==> src/hgp_pkg.sv <==
// Package for the hex grid pixel-to-cell block: types, register codes and
// the one-bit divider step that the pipeline stages share.
// Used by hgp_geom and hex_grid_pixel_to_cell.
`timescale 1ns / 1ps
`default_nettype none
package hgp_pkg;

    localparam int CFG_IDX_W = 3;
    localparam int CFG_DATA_W = 10;
    localparam int DIV_BITS = 14;   // local coordinates inside the map fit 14 bits

    typedef enum logic [CFG_IDX_W-1:0] {
        CFG_TILE_W  = 3'd0,
        CFG_TILE_H  = 3'd1,
        CFG_SIDE    = 3'd2,
        CFG_GRID_W  = 3'd3,
        CFG_GRID_H  = 3'd4,
        CFG_LEFT    = 3'd5,
        CFG_TOP     = 3'd6,
        CFG_UNUSED  = 3'd7
    } t_cfg_idx;

    localparam logic [6:0] RST_TILE_W = 7'd41;
    localparam logic [6:0] RST_TILE_H = 7'd41;
    localparam logic [6:0] RST_SIDE   = 7'd21;
    localparam logic [6:0] RST_GRID_W = 7'd1;
    localparam logic [6:0] RST_GRID_H = 7'd1;
    localparam logic [9:0] RST_LEFT   = 10'd1;
    localparam logic [9:0] RST_TOP    = 10'd1;

    // Parities of half column (bit 0) and row (bit 1) in the sloped band.
    typedef enum logic [1:0] {
        PAR_XE_YE = 2'b00,
        PAR_XO_YE = 2'b01,
        PAR_XE_YO = 2'b10,
        PAR_XO_YO = 2'b11
    } t_par;

    typedef struct packed {
        logic              ok;       // geometry usable and grid not empty
        logic [6:0]        half;
        logic [6:0]        hstep;
        logic [6:0]        rowstep;
        logic [6:0]        slope;    // zero when the edge slope is not positive
        logic [11:0]       ta;       // slope * half
        logic [9:0]        left;
        logic [9:0]        top;
        logic [15:0]       x_end;    // left + map width
        logic [15:0]       y_end;    // top + map height
        logic [6:0]        gw;
        logic [6:0]        gh;
    } t_geom;

    typedef struct packed {
        logic [6:0]          rem;
        logic [DIV_BITS-1:0] quo;    // holds the dividend, shifted out as quotient bits enter
    } t_div;

    typedef struct packed {
        logic signed [15:0]  raw_x;
        logic signed [15:0]  raw_y;
        logic                inmap;
        logic [DIV_BITS-1:0] lx;
        logic [DIV_BITS-1:0] ly;
        t_div                dy;     // ly / rowstep
        t_div                dh;     // lx / half
        t_div                df0;    // lx / hstep
        t_div                df1;    // (lx - half) / hstep, clamped at zero
        logic                sloped;
        logic                lt_a;
        logic                lt_b;
    } t_item;

    typedef struct packed {
        logic               hit;
        logic signed [7:0]  hex_col;
        logic signed [7:0]  hex_row;
        logic signed [15:0] local_x;
        logic signed [15:0] local_y;
    } t_res;

    // One restoring step: bring in the next dividend bit, subtract if it fits.
    function automatic t_div div_step(input t_div cur, input logic [6:0] d);
        logic [7:0] t;
        t_div       nx;
        t = {cur.rem, cur.quo[DIV_BITS-1]};
        nx.quo = {cur.quo[DIV_BITS-2:0], 1'b0};
        if (t >= {1'b0, d}) begin
            t = t - {1'b0, d};
            nx.quo[0] = 1'b1;
        end
        nx.rem = t[6:0];
        return nx;
    endfunction

endpackage
`default_nettype wire

==> src/hgp_px_if.sv <==
// Channel carrying one pixel query.
// Depends on nothing.
`timescale 1ns / 1ps
`default_nettype none
interface hgp_px_if;
    logic               valid;
    logic               ready;
    logic signed [15:0] pixel_x;
    logic signed [15:0] pixel_y;
    modport source (output valid, output pixel_x, output pixel_y, input ready);
    modport sink (input valid, input pixel_x, input pixel_y, output ready);
endinterface
`default_nettype wire

==> src/hgp_res_if.sv <==
// Channel carrying one cell lookup result.
// Depends on nothing.
`timescale 1ns / 1ps
`default_nettype none
interface hgp_res_if;
    logic               valid;
    logic               ready;
    logic               hit;
    logic signed [7:0]  hex_col;
    logic signed [7:0]  hex_row;
    logic signed [15:0] local_x;
    logic signed [15:0] local_y;
    modport source (output valid, output hit, output hex_col, output hex_row,
                    output local_x, output local_y, input ready);
    modport sink (input valid, input hit, input hex_col, input hex_row,
                  input local_x, input local_y, output ready);
endinterface
`default_nettype wire

==> src/hgp_geom.sv <==
// Configuration registers and the grid step sizes derived from them.
// Depends on hgp_pkg.
`timescale 1ns / 1ps
`default_nettype none
module hgp_geom (
    input  wire logic                          i_clk,
    input  wire logic                          i_rst_n,
    input  wire logic                          i_cfg_we,
    input  wire logic [hgp_pkg::CFG_IDX_W-1:0] i_cfg_idx,
    input  wire logic [hgp_pkg::CFG_DATA_W-1:0] i_cfg_data,
    output hgp_pkg::t_geom                     o_geom
);
    import hgp_pkg::*;

    logic [6:0] r_tile_w, r_tile_h, r_side, r_grid_w, r_grid_h;
    logic [9:0] r_left, r_top;
    t_geom      r_geom, n_geom;

    always_ff @(posedge i_clk) begin
        if (!i_rst_n) begin
            r_tile_w <= RST_TILE_W;
            r_tile_h <= RST_TILE_H;
            r_side   <= RST_SIDE;
            r_grid_w <= RST_GRID_W;
            r_grid_h <= RST_GRID_H;
            r_left   <= RST_LEFT;
            r_top    <= RST_TOP;
        end else if (i_cfg_we) begin
            unique case (t_cfg_idx'(i_cfg_idx))
                CFG_TILE_W: r_tile_w <= i_cfg_data[6:0];
                CFG_TILE_H: r_tile_h <= i_cfg_data[6:0];
                CFG_SIDE:   r_side   <= i_cfg_data[6:0];
                CFG_GRID_W: r_grid_w <= i_cfg_data[6:0];
                CFG_GRID_H: r_grid_h <= i_cfg_data[6:0];
                CFG_LEFT:   r_left   <= i_cfg_data;
                CFG_TOP:    r_top    <= i_cfg_data;
                default: ;
            endcase
        end
    end

    logic signed [7:0]  diff;
    logic signed [7:0]  slope;
    logic signed [8:0]  rowstep;
    logic [6:0]         half, hstep, gw_m1, gh_m1;
    logic [13:0]        mw_mul, mh_mul;
    logic [9:0]         left, top;

    always_comb begin
        diff    = $signed({1'b0, r_tile_h}) - $signed({1'b0, r_side});
        // Halve with truncation toward zero.
        slope   = diff[7] ? -((-diff) >>> 1) : (diff >>> 1);
        rowstep = 9'(slope) + $signed({2'b00, 7'(r_tile_h - 7'd1) >> 1}) - 9'sd1;
        hstep   = r_tile_w - 7'd1;
        half    = hstep >> 1;
        gw_m1   = r_grid_w - 7'd1;
        gh_m1   = r_grid_h - 7'd1;
        mw_mul  = gw_m1 * hstep;
        mh_mul  = gh_m1 * rowstep[6:0];
        left    = (r_left == 10'd0) ? 10'd1 : r_left;
        top     = (r_top == 10'd0) ? 10'd1 : r_top;

        n_geom.ok      = (r_grid_w != 7'd0) && (r_grid_h != 7'd0) && (r_tile_w >= 7'd3)
                         && (rowstep > 9'sd0);
        n_geom.half    = half;
        n_geom.hstep   = hstep;
        n_geom.rowstep = rowstep[6:0];
        n_geom.slope   = (slope > 8'sd0) ? slope[6:0] : 7'd0;
        n_geom.ta      = 12'({5'd0, n_geom.slope} * {5'd0, half});
        n_geom.left    = left;
        n_geom.top     = top;
        n_geom.x_end   = 16'(left) + 16'(r_tile_w) + 16'(mw_mul) + 16'(half);
        n_geom.y_end   = 16'(top) + 16'(r_tile_h) + 16'(mh_mul);
        n_geom.gw      = r_grid_w;
        n_geom.gh      = r_grid_h;
    end

    always_ff @(posedge i_clk) begin
        r_geom <= n_geom;
    end

    assign o_geom = r_geom;

endmodule
`default_nettype wire

==> src/hex_grid_pixel_to_cell.sv <==
// Top level: pixel to pointy-top hex cell lookup, a 17-stage pipeline.
// Depends on hgp_pkg, hgp_px_if, hgp_res_if and hgp_geom.
//
//  channel  | direction | handshake     | payload
//  i_px     | in        | valid / ready | pixel_x, pixel_y
//  o_res    | out       | valid / ready | hit, hex_col, hex_row, local_x, local_y
//  i_cfg_*  | in        | write enable  | register index, data
//
// One query enters per cycle unless a stalled output has backed up the pipe.
// The pipe depth is set by the four parallel 14-bit dividers, which retire
// one quotient bit per stage. A stalled output holds its result; stages
// behind it keep filling empty slots, so bubbles close up. Reset is
// synchronous, active low, and clears the valid bits and the registers to
// their reset values. Derived geometry is registered from the config registers.
`timescale 1ns / 1ps
`default_nettype none
module hex_grid_pixel_to_cell (
    input  wire logic                            i_clk,
    input  wire logic                            i_rst_n,
    hgp_px_if.sink                               i_px,
    hgp_res_if.source                            o_res,
    input  wire logic                            i_cfg_we,
    input  wire logic [hgp_pkg::CFG_IDX_W-1:0]   i_cfg_idx,
    input  wire logic [hgp_pkg::CFG_DATA_W-1:0]  i_cfg_data
);
    import hgp_pkg::*;

    localparam int NPIPE = DIV_BITS + 2;   // prep, divider steps, products
    localparam int LAST = NPIPE - 1;

    t_geom geom;

    hgp_geom u_geom (
        .i_clk      (i_clk),
        .i_rst_n    (i_rst_n),
        .i_cfg_we   (i_cfg_we),
        .i_cfg_idx  (i_cfg_idx),
        .i_cfg_data (i_cfg_data),
        .o_geom     (geom)
    );

    logic [NPIPE-1:0] r_vld;
    t_item            r_pipe [NPIPE];
    t_item            n_pipe [NPIPE];
    logic [NPIPE-1:0] adv;
    logic             r_out_vld;
    t_res             r_out, n_out;
    logic             adv_out;

    // A stage moves when it is empty or its successor moves.
    always_comb begin
        adv_out = !r_out_vld || o_res.ready;
        adv[LAST] = !r_vld[LAST] || adv_out;
        for (int i = LAST - 1; i >= 0; i--) begin
            adv[i] = !r_vld[i] || adv[i+1];
        end
    end

    assign i_px.ready = adv[0];

    // Stage 0: map-relative coordinates and the map rectangle test.
    logic signed [16:0] lx_full, ly_full, lxs_full;
    always_comb begin
        lx_full  = 17'(i_px.pixel_x) - $signed({7'd0, geom.left});
        ly_full  = 17'(i_px.pixel_y) - $signed({7'd0, geom.top});
        lxs_full = lx_full - $signed({10'd0, geom.half});

        n_pipe[0] = '0;
        n_pipe[0].raw_x = i_px.pixel_x;
        n_pipe[0].raw_y = i_px.pixel_y;
        n_pipe[0].inmap = geom.ok && !lx_full[16] && !ly_full[16]
            && (17'(i_px.pixel_x) < $signed({1'b0, geom.x_end}))
            && (17'(i_px.pixel_y) < $signed({1'b0, geom.y_end}));
        n_pipe[0].lx = lx_full[DIV_BITS-1:0];
        n_pipe[0].ly = ly_full[DIV_BITS-1:0];
        n_pipe[0].dy = '{rem: 7'd0, quo: ly_full[DIV_BITS-1:0]};
        n_pipe[0].dh = '{rem: 7'd0, quo: lx_full[DIV_BITS-1:0]};
        n_pipe[0].df0 = '{rem: 7'd0, quo: lx_full[DIV_BITS-1:0]};
        n_pipe[0].df1 = '{rem: 7'd0,
                          quo: lxs_full[16] ? '0 : lxs_full[DIV_BITS-1:0]};
    end

    // Stages 1 to DIV_BITS: one quotient bit per divider per stage.
    for (genvar g = 1; g <= DIV_BITS; g++) begin : g_div
        always_comb begin
            n_pipe[g]     = r_pipe[g-1];
            n_pipe[g].dy  = div_step(r_pipe[g-1].dy, geom.rowstep);
            n_pipe[g].dh  = div_step(r_pipe[g-1].dh, geom.half);
            n_pipe[g].df0 = div_step(r_pipe[g-1].df0, geom.hstep);
            n_pipe[g].df1 = div_step(r_pipe[g-1].df1, geom.hstep);
        end
    end

    // Last pipe stage: triangle test products of the sloped band.
    logic [13:0] ty, tx;
    always_comb begin
        n_pipe[LAST] = r_pipe[LAST-1];
        ty = {7'd0, r_pipe[LAST-1].dy.rem} * {7'd0, geom.half};
        tx = {7'd0, r_pipe[LAST-1].dh.rem} * {7'd0, geom.slope};
        n_pipe[LAST].sloped = r_pipe[LAST-1].dy.rem < geom.slope;
        n_pipe[LAST].lt_a = $signed({1'b0, ty}) < ($signed({3'b000, geom.ta})
                            - $signed({1'b0, tx}));
        n_pipe[LAST].lt_b = ty < tx;
    end

    // Output stage: neighbor choice, grid bounds and result fields.
    logic signed [15:0] xs, ys;
    logic               y_odd;
    t_item              it;
    always_comb begin
        it    = r_pipe[LAST];
        ys    = 16'(it.dy.quo);
        y_odd = it.dy.quo[0];
        if (it.sloped) begin
            xs = 16'(it.dh.quo);
            unique case (t_par'({y_odd, it.dh.quo[0]}))
                PAR_XE_YE: begin
                    if (it.lt_a) begin
                        xs = xs - 16'sd1;
                        ys = ys - 16'sd1;
                    end
                end
                PAR_XO_YE: begin
                    if (it.lt_b) ys = ys - 16'sd1;
                end
                PAR_XE_YO: begin
                    if (it.lt_b) begin
                        xs = xs + 16'sd1;
                        ys = ys - 16'sd1;
                    end
                    xs = xs - 16'sd1;
                end
                PAR_XO_YO: begin
                    if (it.lt_a) ys = ys - 16'sd1;
                end
                default: ;
            endcase
            if (!xs[15]) xs = xs >>> 1;
        end else begin
            xs = y_odd ? 16'(it.df1.quo) : 16'(it.df0.quo);
        end

        n_out.hit = it.inmap && !xs[15] && !ys[15]
                    && (xs < $signed({9'd0, geom.gw})) && (ys < $signed({9'd0, geom.gh}));
        n_out.hex_col = n_out.hit ? xs[7:0] : -8'sd1;
        n_out.hex_row = n_out.hit ? ys[7:0] : -8'sd1;
        if (!it.inmap) begin
            n_out.local_x = it.raw_x;
        end else if (!it.sloped && y_odd) begin
            n_out.local_x = 16'(it.lx) - 16'(geom.half);
        end else begin
            n_out.local_x = 16'(it.lx);
        end
        n_out.local_y = it.inmap ? 16'(it.ly) : it.raw_y;
    end

    always_ff @(posedge i_clk) begin
        if (!i_rst_n) begin
            r_vld     <= '0;
            r_out_vld <= 1'b0;
        end else begin
            if (adv[0]) r_vld[0] <= i_px.valid;
            for (int i = 1; i < NPIPE; i++) begin
                if (adv[i]) r_vld[i] <= r_vld[i-1];
            end
            if (adv_out) r_out_vld <= r_vld[LAST];
        end
    end

    always_ff @(posedge i_clk) begin
        for (int i = 0; i < NPIPE; i++) begin
            if (adv[i]) r_pipe[i] <= n_pipe[i];
        end
        if (adv_out) r_out <= n_out;
    end

    assign o_res.valid   = r_out_vld;
    assign o_res.hit     = r_out.hit;
    assign o_res.hex_col = r_out.hex_col;
    assign o_res.hex_row = r_out.hex_row;
    assign o_res.local_x = r_out.local_x;
    assign o_res.local_y = r_out.local_y;

`ifndef ASSERT_OFF
    a_hold_last: assert property (@(posedge i_clk) disable iff (!i_rst_n)
        r_vld[LAST] && r_out_vld && !o_res.ready |=> r_vld[LAST])
        else $error("last pipe stage dropped a transaction under stall");
    a_enter: assert property (@(posedge i_clk) disable iff (!i_rst_n)
        i_px.valid && i_px.ready |=> r_vld[0])
        else $error("accepted transaction did not enter the pipe");
    a_hit_col: assert property (@(posedge i_clk) disable iff (!i_rst_n)
        o_res.valid && o_res.hit |-> !o_res.hex_col[7] && !o_res.hex_row[7])
        else $error("hit with negative cell index");
    a_miss_col: assert property (@(posedge i_clk) disable iff (!i_rst_n)
        o_res.valid && !o_res.hit |-> o_res.hex_col == -8'sd1 && o_res.hex_row == -8'sd1)
        else $error("miss without cell index of minus one");
`endif

endmodule
`default_nettype wire
==> src/flat_wrapper.sv <==
// flat-port wrapper written by rule: the top's interface ports become plain ports
module hex_grid_pixel_to_cell_flat import hgp_pkg::*;
  (i_clk, i_rst_n, i_cfg_we, i_cfg_idx, i_cfg_data, i_px_valid, i_px_pixel_x, i_px_pixel_y, i_px_ready, o_res_valid, o_res_hit, o_res_hex_col, o_res_hex_row, o_res_local_x, o_res_local_y, o_res_ready);
  hgp_px_if i_px_i ();
  hgp_res_if o_res_i ();
  input  wire logic i_clk;
  input  wire logic i_rst_n;
  input  wire logic i_cfg_we;
  input  wire logic [hgp_pkg::CFG_IDX_W-1:0] i_cfg_idx;
  input  wire logic [hgp_pkg::CFG_DATA_W-1:0] i_cfg_data;
  input wire logic [$bits(i_px_i.valid)-1:0] i_px_valid;
  input wire logic [$bits(i_px_i.pixel_x)-1:0] i_px_pixel_x;
  input wire logic [$bits(i_px_i.pixel_y)-1:0] i_px_pixel_y;
  output wire logic [$bits(i_px_i.ready)-1:0] i_px_ready;
  output wire logic [$bits(o_res_i.valid)-1:0] o_res_valid;
  output wire logic [$bits(o_res_i.hit)-1:0] o_res_hit;
  output wire logic [$bits(o_res_i.hex_col)-1:0] o_res_hex_col;
  output wire logic [$bits(o_res_i.hex_row)-1:0] o_res_hex_row;
  output wire logic [$bits(o_res_i.local_x)-1:0] o_res_local_x;
  output wire logic [$bits(o_res_i.local_y)-1:0] o_res_local_y;
  input wire logic [$bits(o_res_i.ready)-1:0] o_res_ready;
  assign i_px_i.valid = i_px_valid;
  assign i_px_i.pixel_x = i_px_pixel_x;
  assign i_px_i.pixel_y = i_px_pixel_y;
  assign i_px_ready = i_px_i.ready;
  assign o_res_valid = o_res_i.valid;
  assign o_res_hit = o_res_i.hit;
  assign o_res_hex_col = o_res_i.hex_col;
  assign o_res_hex_row = o_res_i.hex_row;
  assign o_res_local_x = o_res_i.local_x;
  assign o_res_local_y = o_res_i.local_y;
  assign o_res_i.ready = o_res_ready;
  hex_grid_pixel_to_cell u_core (.i_clk(i_clk), .i_rst_n(i_rst_n), .i_px(i_px_i), .o_res(o_res_i), .i_cfg_we(i_cfg_we), .i_cfg_idx(i_cfg_idx), .i_cfg_data(i_cfg_data));
endmodule
==> config.mk <==
export PLATFORM = sky130hd
export DESIGN_NAME = hex_grid_pixel_to_cell_flat
export DESIGN_NICKNAME = d
export VERILOG_FILES = /design/src/hgp_pkg.sv /design/src/hgp_px_if.sv /design/src/hgp_res_if.sv /design/src/hgp_geom.sv /design/src/hex_grid_pixel_to_cell.sv /design/src/flat_wrapper.sv
export SDC_FILE = /design/constraint.sdc
export NUM_CORES = 2
export LEC_CHECK = 0
export BUFFER_PORTS_ARGS = -buffer_cell sky130_fd_sc_hd__buf_2
export CAP_MARGIN = 20
export CELL_PAD_IN_SITES_DETAIL_PLACEMENT = 2
export CELL_PAD_IN_SITES_GLOBAL_PLACEMENT = 2
export CORE_MARGIN = 3
export CORE_UTILIZATION = 45
export DETAILED_ROUTE_END_ITERATION = 12
export PLACE_DENSITY = 0.73
export SLEW_MARGIN = 40
export SYNTH_ARGS = -nofsm -noshare
export SYNTH_HDL_FRONTEND = slang
export SYNTH_SLANG_ARGS = --single-unit
==> constraint.sdc <==
create_clock -name i_clk -period 41.4 [get_ports i_clk]
set_input_delay 12.42 -clock i_clk [delete_from_list [all_inputs] [get_ports i_clk]]
set_output_delay 12.42 -clock i_clk [all_outputs]
set_load 0.005 [all_outputs]
==> summary.txt <==
Status
  • Status: finished clean

Floorplanning
  • Initial Util: 0.454
  • # rows: 170
  • Core box area: 215,000 µm²
  • Die Span Y: 472 µm
  • Die X: 472 µm
  • DIE AREA: 222,000 µm²
  • # IOs: 101

Routing
  • Vias: 59,100
  • DRC violations left: 0
  • Final ANT Viol Nets: 0
  • Metal2 WL: 164,000 µm
  • Average routed wire per standard cell: 31.6 µm
  • Pre-Repair DR Iteration Count: 5
  • Vias per std cell: 5.85
  • Initial DRC Count: 5,125
  • Met3 WL post-DR: 16,800 µm
  • Final WL: 320,000 µm
  • WL met1: 123,000 µm
  • Uppermost layer routed: met5

Power
  • Sw frac: 0.379
  • PD cells: 77.0 nW/µm²
  • Net Switching: 3.19 mW
  • Pint: 5.22 mW
  • Register share of total power: 0.389
  • Static Leak: 44.3 nW
  • VDD IR-drop max: 0.0000656 V
  • Power share of the combinational group: 0.365
  • Clock share of power: 0.246

Yosys
  • Syn Nets: 7,718
  • Mean Syn Cell Area: 14.4 µm²
  • Asr flop ratio synth: 0
  • Post-Syn Area: 97,600 µm²
  • Number of synthesized register bits: 2,158
  • Post-synth EDFFs: 1,987
  • Seq/Total Area, Yosys: 0.647
  • Post-Synthesis Cells: 6,795
  • Synth warnings: 0
  • Unique masters post-synth: 85
  • Synth Flop Type: edfxtp_1

Final layout
  • Final net count: 7,984
  • Non-filler cells, final: 10,100
  • Final-layout fill cell count: 19,900
  • Commonest non-fill, non-tap cell in the layout: edfxtp_1
  • Commonest non-fill, non-tap cells in the layout: edfxtp_1 (1,987), ha_1 (664), inv_1 (568), nor2_1 (422), nand2_1 (323)
  • Area Growth Syn to Fin: 12.0%
  • Layout cell share with drive strength beyond 1: 0.102

Hold path
  • Hold depth: 0
  • Worst hold start: u_core.r_pipe[3][112]$_DFFE_PP_
  • WHS Endpoint: u_core.r_pipe[4][112]$_DFFE_PP_
  • Hold Crit Class: reg2reg

Placed design
  • Cell count after placement: 9,664
  • Port Buffers: 100
  • HPWL after detailed placement: 216,000 µm
  • Final Wtd Congestion: 0.813

Timing
  • Hold Vio Cnt, Final: 0
  • Tightest Pin Transition: 902 ps
  • Setup TNS: 0 ps
  • Unrepaired setup endpoints after global routing: false
  • Fmax: 0.0351 GHz
  • Relative slew slack: 0.395
  • Final worst-path cycle share: 0.689
  • Pins Over Slew Limit: 0
  • Fin crit period: 28,530 ps
  • Clk_skew: 64.5 ps
  • Final setup viols: 0

Global routing
  • Largest net degree at the start of global routing: 87
  • Vias in the first global route: 66,500
  • GR Util All Layers: 0.285
  • Initial antenna violation count: 26
  • Congestion Overflow GR: 0
  • First-pass GRT wire length: 468,000 µm

Worst setup path
  • Worst R2R End: u_core.u_geom.o_geom[27]$_DFF_P_
  • Flop-to-flop setup slack: 31,250 ps
  • CP endpoint kind: output pin
  • CP startpoint kind: input pin
  • Critical path arrival: 16,110 ps
  • CP Class: in2out
  • Critical Path RT: 28,980 ps
  • CP max FO: 77
  • R2r startpoint: u_core.u_geom.r_tile_h[0]$_SDFFE_PN1P_
  • Cell depth of the worst flop-to-flop path: 34

Clocking
  • TritonCTS buffer count: 228
  • Cts hold-fix bufs: 0
  • Post-CTS resize count: 0
  • Clock transition at path regs: 60 ps
  • Clock sink count: 2,158
  • TritonCTS clock tree: yes
  • CTS max path bufs: 3
  • Total setup buffers inserted after CTS: 0
  • Clock Latency Late Sink: 910 ps
  • H-Tree Level Count: 4
  • Clock Tree Root: clkbuf_16

Run
  • Max_cap viols: 0
[cells by family (layout without fill, tap and decap cells)]
| group | count (synthesis) | in the layout | synth area share |
|---|---|---|---|
| DFF | 2158 | 2158 | 0.647 |
| AOI/OAI and AO/OA | 994 | 994 | 0.0654 |
| other | 0 | 7 | 0 |
| buffers and inverters | 722 | 1188 | 0.0281 |
| muxes | 252 | 252 | 0.0279 |
| adders and majority gates | 873 | 873 | 0.128 |
| xor gates and xnor gates | 305 | 305 | 0.0275 |
| and+or+nand+nor | 1491 | 1491 | 0.0764 |
[synth_stat cells (all sizes together) (15+ instances only)]
library cell	instances	area (µm²)
nand4	72	450
a21o	118	886
a211oi	28	220
and3	15	93.8
o211a	31	310
edfxtp	1987	59700
ha	664	8310
o21a	26	195
o211ai	22	165
nand3	95	475
or2	16	100
nor2b	187	1170
clkbuf	109	409
inv	585	2200
fa	209	4180
nand2	330	1240
a21boi	97	728
nand2b	85	532
nor3	68	345
xor2	123	1080
mux2	160	1800
nor2	422	1580
o21ai	292	1460
mux2i	92	921
and2	57	357
a21oi	241	1210
xnor2	181	1590
dfxtp	171	3420
or4	48	360
a311oi	15	131
or3	19	119
nor4	26	163
o31ai	18	149
[per-stage QoR]
stage / power (mW) / area (µm²) / utilization / hold slack (ps) / setup WS, ps
after detailed placement: 6.03 / 102000 / 0.473 / 405 / 12630
final: 8.41 / 109000 / 0.508 / 389 / 12870
after floorplan: 4.91 / 97600 / - / 329 / 10700
after CTS: 8.37 / 109000 / 0.507 / 392 / 12520
after global routing: 8.74 / 109000 / 0.508 / 413 / 12660
after global placement: 5.50 / 102000 / 0.473 / 392 / 12860
[metal layers]
| metal | up-vias | global-route usage |
|---|---|---|
| met3 | 791 | 0.0458 |
| met1 | 30800 | 0.340 |
| met5 | - | 0 |
| met4 | 10 | 0.129 |
| li1 | 25300 | - |
| met2 | 2129 | 0.507 |
[worst max path at each step]
stage / endpoint / from / cells after the start / slack (ps)
2_1_floorplan: i_px_ready / o_res_ready / 8 / 10700
3_3_place_gp: i_px_ready / o_res_ready / 10 / 12860
3_5_place_dp: i_px_ready / o_res_ready / 10 / 12630
4_1_cts: i_px_ready / o_res_ready / 10 / 12520
5_1_grt: i_px_ready / o_res_ready / 10 / 12660
6_report: i_px_ready / o_res_ready / 10 / 12870
[worst max-delay path, stage by stage]
cell and delay [ps]:
buf_2 130, and4b_1 540, and3_1 450, inv_8 250, nor3_2 600, and2_1 420
and3_1 320, and2_1 340, nand2_4 360, buf_2 260
[sequential cells by signal (all words and copies together) (netlist names), 8 cells and up]
signal,count
u_core.r_vld,16
u_core.o_res.local_x,16
u_core.u_geom.r_left,10
u_core.r_pipe,1938
u_core.u_geom.r_top,10
u_core.u_geom.o_geom,99
u_core.o_res.hex_row,8
u_core.o_res.hex_col,8
u_core.o_res.local_y,16
[power groups by stage]
stage	clock (mW)	combinational [mW]	sequential (mW)
3_3_place_gp	0	2.31	3.20
5_1_grt	2.19	3.26	3.29
4_1_cts	2.11	3.00	3.27
6_report	2.07	3.07	3.27
2_1_floorplan	0	1.83	3.07
3_5_place_dp	0	2.74	3.29
[area by class of cell]
| class | instances | area (µm²) | share of cell area |
|---|---|---|---|
| inverter | 599 | 2290 | 0.0209 |
| tap | 2838 | 3550 | 0.0325 |
| antenna | 7 | 17.5 | 0.000160 |
| timing repair buffer | 159 | 1080 | 0.00990 |
| multi-input combinational | 3915 | 31900 | 0.292 |
| clock buffer | 299 | 6140 | 0.0562 |
| sequential | 2158 | 63100 | 0.577 |
| clock inverter | 131 | 1250 | 0.0115 |
Power figures use the tool's default switching activity.
